File: config.mk
export PLATFORM = sky130hd
export DESIGN_NAME = ssid_ctrl
export DESIGN_NICKNAME = d
export VERILOG_FILES = /design/src/rtl/ssid_pkg.sv /design/src/rtl/ssid_ctrl.sv
export SDC_FILE = /design/constraint.sdc
export NUM_CORES = 1
export LEC_CHECK = 0
export BUFFER_PORTS_ARGS = -buffer_cell sky130_fd_sc_hd__buf_2
export CAP_MARGIN = 20
export CORE_AREA = 2 2 39 41
export CTS_BUF_LIST = sky130_fd_sc_hd__clkbuf_16
export CTS_CLUSTER_DIAMETER = 200
export DETAILED_ROUTE_END_ITERATION = 10
export DIE_AREA = 0 0 41 43
export HOLD_SLACK_MARGIN = 0.12
export PLACE_DENSITY = 0.53
export SLEW_MARGIN = 25
export SYNTH_ARGS = -nofsm -noshare
export SYNTH_HDL_FRONTEND = slang
export SYNTH_SLANG_ARGS = --single-unit
File: constraint.sdc
create_clock -name i_clk -period 2.6 [get_ports i_clk]
set_clock_uncertainty 0.2 [all_clocks]
set_input_delay 0.39 -clock i_clk [delete_from_list [all_inputs] [get_ports i_clk]]
set_output_delay 0.39 -clock i_clk [all_outputs]
set_load 0.1 [all_outputs]
File: src/rtl/ssid_pkg.sv
`timescale 1ns / 1ps

package ssid_pkg;

    localparam int CAP_DEFAULT = 64;
    localparam int SIZE_W      = 7;
    localparam int VAL_W       = 32;

    // operation codes
    localparam logic MODE_INSERT = 1'b0;
    localparam logic MODE_DELETE = 1'b1;

    // one input item
    typedef struct packed {
        logic                    mode;
        logic signed [VAL_W-1:0] value;
    } t_in;

    // one result item
    typedef struct packed {
        logic [SIZE_W-1:0]       set_size;
        logic signed [VAL_W-1:0] element;
        logic                    is_empty;
        logic                    full_refused;
        logic                    last;
    } t_out;

    // controller to datapath
    typedef struct packed {
        logic load;
        logic rd_mid;
        logic cmp;
        logic decide;
        logic out_empty;
        logic issue;
    } t_cmd;

    // datapath to controller
    typedef struct packed {
        logic lo_lt_hi;
        logic new_zero;
        logic k_last;
    } t_stat;

endpackage

File: src/rtl/ssid_ctrl.sv
`timescale 1ns / 1ps

module ssid_ctrl (
    input  logic           i_clk,
    input  logic           i_rst_n,
    input  logic           i_start,
    input  ssid_pkg::t_stat i_stat,
    output ssid_pkg::t_cmd  o_cmd,
    output logic           o_busy
);
    import ssid_pkg::*;

    typedef enum logic [6:0] {
        S_IDLE   = 7'b0000001,
        S_SREQ   = 7'b0000010,
        S_SCMP   = 7'b0000100,
        S_DECIDE = 7'b0001000,
        S_EMPTY  = 7'b0010000,
        S_EMIT   = 7'b0100000,
        S_DRAIN  = 7'b1000000
    } t_state;

    t_state r_state;
    t_state n_state;

    // state register
    always_ff @(posedge i_clk) begin
        if (!i_rst_n) begin
            r_state <= S_IDLE;
        end else begin
            r_state <= n_state;
        end
    end

    // next state and commands
    always_comb begin
        n_state = r_state;
        o_cmd   = '0;
        case (r_state)
            S_IDLE: begin
                if (i_start) begin
                    o_cmd.load = 1'b1;
                    n_state    = S_SREQ;
                end
            end
            S_SREQ: begin
                if (i_stat.lo_lt_hi) begin
                    o_cmd.rd_mid = 1'b1;
                    n_state      = S_SCMP;
                end else begin
                    n_state = S_DECIDE;
                end
            end
            S_SCMP: begin
                o_cmd.cmp = 1'b1;
                n_state   = S_SREQ;
            end
            S_DECIDE: begin
                o_cmd.decide = 1'b1;
                n_state      = i_stat.new_zero ? S_EMPTY : S_EMIT;
            end
            S_EMPTY: begin
                o_cmd.out_empty = 1'b1;
                n_state         = S_IDLE;
            end
            S_EMIT: begin
                o_cmd.issue = 1'b1;
                if (i_stat.k_last) begin
                    n_state = S_DRAIN;
                end
            end
            S_DRAIN: begin
                n_state = S_IDLE;
            end
            default: begin
                n_state = S_IDLE;
            end
        endcase
    end

    assign o_busy = (r_state != S_IDLE);

endmodule

==> impl_metrics.toml, run 1 <==
[route]
drtIter0Drc = 3
wl_met3_um = 47
via_per_inst = 4.87
met2WireLength_um = 299
maxUsedRoutingLayer = "met4"
wl_um = 781
firstDrtPassIters = 2
wl_met1_um = 401
drcViolationCount = 0
antenna_left = 0
detail_route.wl_per_cell_um = 10.4
num_vias = 365

[critical_path]
path_class = "flip-flop to output port"
worstPathArrival_ns = 1.87
rrSetupSlack_ns = 1.02
crit_start = "r_state[3]"
endpoint_kind = "output port"
r2r_end = "r_state[1]"
worstPathRequired_ns = 2.01
start_kind = "flip-flop"
crit_fanout = 7
setup.worst_path.end = "o_cmd[3]"
worstReg2RegStart = "r_state[3]"
rr_worst_depth = 3

[logic_synthesis]
ys_warn_count = 0
synth_seq_cells = 7
synth_edf_count = 0
synth.most_common_cell = "dfxtp_1"
synth.top_cell.area_share_pct = 36.8
synth_top_cells_by_area = "dfxtp_1 37%, and3_1 9.9%, nor4b_4 6.3%, nor3_1 3.9%, nand2_1 3.9%"
ys.flop_type = "dfxtp_1"
synthCells = 44
yosysSeqAreaShare_pct = 36.8
synth_cell_type_count = 22
async_reset_ff_share_pct = 0
syn_avg_cell_area_um2 = 8.64
synthTopCellsByCount = "7 x dfxtp_1, 6 x and3_1, 4 x nand2_1, 4 x nor2_1, 3 x nor3_1"
netlist_area_um2 = 380
syn_nets = 50
yosys.area.top_type = "dfxtp_1"

[clocking]
tritoncts = "yes"
clock_sinks = 7
clk_pin_slew_ns = 0.04
htreeDepth = 1
clock_latency_ns = 0.23
cts_hold_buf = 0
post_cts_resized = 0
postCtsSetupBuffers = 0
cts_made_buffers = 3
cts_root_buf = "clkbuf_16"
clockBufferDepth = 2

[timing]
finalSetupTns_ns = 0
slew_violations = 0
period_share_pct = 94.6
hold_viol = 0
setup_violations = 0
tightestPinTransition_ns = 0.488
rsz0062_at_grt = "no"
slew_headroom_pct = 67.7
min_period_ns = 2.46
fmax_ghz = 0.406

[cells_and_area]
top_register = "r_state"
num_antenna_cells = 0
syn_to_final_growth_pct = 43.7
finish.utilization_pct = 39.5
largest_register_ffs = 7
drive_gt1_share_pct = 30.5
nNetsFinal = 66
top_regs = "r_state: 7 flops"

[global_routing]
overflow = 0
grt_max_degree = 8
grt_pass1_vias = 300
antenna_found_initial = 0
grt_usage_pct = 11.0
grt_pass1_wl_um = 1190

[place]
dp_hpwl_um = 599
place.gp.congestion = 0.768
port_buffers = 12

[floorplan]
ioPinCount = 13
core_mm2 = 0.00138
start_util_pct = 27.5
dieWidth_um = 41
die_h_um = 43
row_count = 14
dieArea_mm2 = 0.00176

[pwr]
power_density_mw_per_mm2 = 821
leakagePower_nw = 0.261
ir_worst_vdd_uv = 306

[outcome]
outcome = "complete, no violations"

[worst_hold_path]
hp-class = "input pin to flip-flop"

[flow_run]
cap_violations = 0
critical path: stages, from the launching register on:
cell	delay, ns
dfxtp_1	0.34
or4_4	0.56
nor4b_4	0.27
buf_2	0.46
metal layers:
metal  vias to the layer above  GRT usage (%)
met2                        14           11.6
met5                         -              0
met1                       158           14.5
li1                        189              -
met3                         4           3.14
met4                         0           14.0
how the worst min path moves through the flow:
stage               start         end  slack, ns  cells after the start
4_1_cts           i_rst_n  r_state[0]       0.19                      2
2_1_floorplan     i_rst_n  r_state[0]       0.26                      1
3_5_place_dp   r_state[4]  r_state[0]       0.32                      2
6_report          i_rst_n  r_state[0]       0.19                      2
3_3_place_gp   r_state[4]  r_state[0]       0.34                      2
5_1_grt           i_rst_n  r_state[0]       0.20                      2
area by class of cell:
type	instances	area (µm²)
multi-input combinational	35	229
sequential	7	140
inverter	1	3.75
tap	16	20.0
timing repair buffer	12	75.1
clock inverter	1	3.75
clock buffer	3	75.1
fill	137	837
cell families (layout without fill, tap and decap cells):
kind of cell | count (synthesis) | count (layout) | share of synthesized area (%)
buffers and inverters | 2 | 17 | 2.96
and+or+nand+nor | 30 | 30 | 51.6
AOI/OAI and AO/OA | 5 | 5 | 8.55
DFF | 7 | 7 | 36.8
layout by cell type, fill, tap and decap left out, drive strengths merged:
master / Yosys / routed
buf: 1 / 12
dfxtp: 7 / 7
and3: 6 / 6
nor2: 4 / 4
nand2: 4 / 4
nor3: 3 / 3
clkbuf: 0 / 3
inv: 1 / 2
and2: 2 / 2
nor2b: 2 / 2
o21ai: 2 / 2
or4: 1 / 1
nor4: 1 / 1
nand2b: 1 / 1
or2b: 1 / 1
nor4b: 1 / 1
o22ai: 1 / 1
and3b: 1 / 1
o21a: 1 / 1
nand3: 1 / 1
and2b: 1 / 1
o311ai: 1 / 1
nand4: 1 / 1
where the power goes:
part / internal (mW) / total [mW] / switching, mW
Combinational: 0.0182 / 0.0729 / 0.0547
Sequential: 0.112 / 0.120 / 0.00789
Clock: 0.200 / 0.256 / 0.0567
Total: 0.330 / 0.449 / 0.119
through the flow:
step,hold WS (ns),worst slack [ns],instance area (µm²),power [mW],instances
after floorplan,0.264,0.0184,380,0.180,44
after global placement,0.338,0.384,468,0.195,71
after detailed placement,0.325,0.374,468,0.195,71
after CTS,0.191,0.126,547,0.454,75
after global routing,0.199,0.0502,547,0.464,75
final,0.188,0.139,547,0.449,75
No activity file was read; power rests on OpenSTA's default activity.
==> run 2: changes to the inputs <==
--- a/config.mk
+++ b/config.mk
@@ -14,6 +14,7 @@
 export DIE_AREA = 0 0 41 43
 export HOLD_SLACK_MARGIN = 0.12
 export PLACE_DENSITY = 0.53
+export REMOVE_ABC_BUFFERS = 1
 export SLEW_MARGIN = 25
 export SYNTH_ARGS = -nofsm -noshare
 export SYNTH_HDL_FRONTEND = slang
==> run 2 against run 1 <==
  * Final cell count stayed put
  * Maximum frequency is 0.45% lower
  * Wire length is 3.3% higher
  * Largest cell class unchanged
==> impl_metrics.toml, run 2 (synthesized netlist as in run 1, its figures left out) <==
[global_routing]
grt_usage_pct = 12.2
grt_pass1_vias = 352
overflow = 0
grt_pass1_wl_um = 1380
grt_max_degree = 8
antenna_found_initial = 0

[cells_and_area]
syn_to_final_growth_pct = 43.7
drive_gt1_share_pct = 30.5
final_common_cell = "buf_2"
final_cell_mix = "11 x buf_2, 7 x dfxtp_1, 6 x and3_1, 4 x nor2_1, 4 x nand2_1"
stdcell_count = 75
largest_register_ffs = 7
finish.utilization_pct = 39.5
top_regs = "r_state: 7 flops"
post-route-cell-area_um2 = 547
top_register = "r_state"
num_antenna_cells = 0
nNetsFinal = 66

[floorplan]
dieArea_mm2 = 0.00176
start_util_pct = 27.5
die_h_um = 43
row_count = 14
ioPinCount = 13
dieWidth_um = 41
core_mm2 = 0.00138

[critical_path]
path_class = "flip-flop to output port"
rr_worst_depth = 3
crit_fanout = 7
endpoint_kind = "output port"
worstPathRequired_ns = 2.01
worstPathArrival_ns = 1.88
start_kind = "flip-flop"

[clocking]
clock_sinks = 7
tritoncts = "yes"
postCtsSetupBuffers = 0
post_cts_resized = 0
cts_hold_buf = 0
clk_pin_slew_ns = 0.04
cts_made_buffers = 3
clock_latency_ns = 0.23
cts_root_buf = "clkbuf_16"
clockBufferDepth = 2
htreeDepth = 1

[pwr]
netSwitchingFraction_pct = 26.5
ir_worst_vdd_uv = 298
pwr-share-comb_pct = 16.2
power.switching_mw = 0.119
intPower_mw = 0.330
clkPwrFrac_pct = 57.1
power_density_mw_per_mm2 = 821
pwr-share-seq_pct = 26.7
leakagePower_nw = 0.261

[worst_hold_path]
hp-class = "input pin to flip-flop"
min_delay_path_depth = 2

[route]
wl_um = 807
detail_route.wl_per_cell_um = 10.8
num_vias = 366
firstDrtPassIters = 4
drcViolationCount = 0
via_per_inst = 4.88
antenna_left = 0
drtIter0Drc = 2

[flow_run]
cap_violations = 0

[timing]
setup_violations = 0
slew_headroom_pct = 67.8
slew_violations = 0
tightestPinTransition_ns = 0.486
hold_viol = 0
min_period_ns = 2.47
fmax_ghz = 0.405
period_share_pct = 95.1
finalSetupTns_ns = 0
rsz0062_at_grt = "no"

[place]
place.gp.congestion = 0.768
dpl.cell_count = 71
dp_hpwl_um = 611
port_buffers = 12
placed_area_um2 = 468

[outcome]
outcome = "complete, no violations"
[run 2: cell counts in the layout (fill, tap and decap cells not counted)]
Identical to the previous run, type by type.
[run 2: worst paths after layout]
| kind | from | endpoint | slack [ns] |
|---|---|---|---|
| worst min-delay path | i_rst_n | r_state[0] | 0.18 |
| worst max-delay path | r_state[3] | o_cmd[3] | 0.13 |
| worst max register to register | r_state[3] | r_state[1] | 1.01 |
| worst min register to register | r_state[4] | r_state[0] | 0.33 |
[run 2: power by group through the flow]
stage / Sequential [mW] / Combinational, mW / Clock [mW]
after floorplan: 0.120 / 0.0594 / 0
after detailed placement: 0.121 / 0.0732 / 0
final: 0.120 / 0.0727 / 0.256
after CTS: 0.120 / 0.0733 / 0.260
after global routing: 0.120 / 0.0779 / 0.267
after global placement: 0.122 / 0.0732 / 0
[run 2: layout make-up]
| cell class | instances | area, µm² |
|---|---|---|
| tap | 16 | 20.0 |
| timing repair buffer | 12 | 75.1 |
| inverter | 1 | 3.75 |
| clock buffer | 3 | 75.1 |
| clock inverter | 1 | 3.75 |
| fill | 152 | 837 |
| multi-input combinational | 35 | 229 |
| sequential | 7 | 140 |
[run 2: routing by layer]
metal,GRT usage [%],vias to the layer above,wire length [µm]
li1,-,190,-
met1,15.5,158,394
met2,15.3,15,335
met3,3.14,3,55
met4,12.0,0,21
met5,0,-,0
[run 2: per-stage QoR]
step	hold WS (ns)	setup slack (ns)	total power, mW
floorplan	0.264	0.0184	0.179
global placement	0.339	0.383	0.195
global route	0.200	0.0484	0.465
detailed placement	0.322	0.373	0.194
finish	0.183	0.128	0.449
CTS	0.190	0.117	0.453
[run 2: worst max-delay path, cell delays in order (launching register included)]
cell and delay (ns):
dfxtp_1 0.35, or4_4 0.56, nor4b_4 0.28, buf_2 0.46
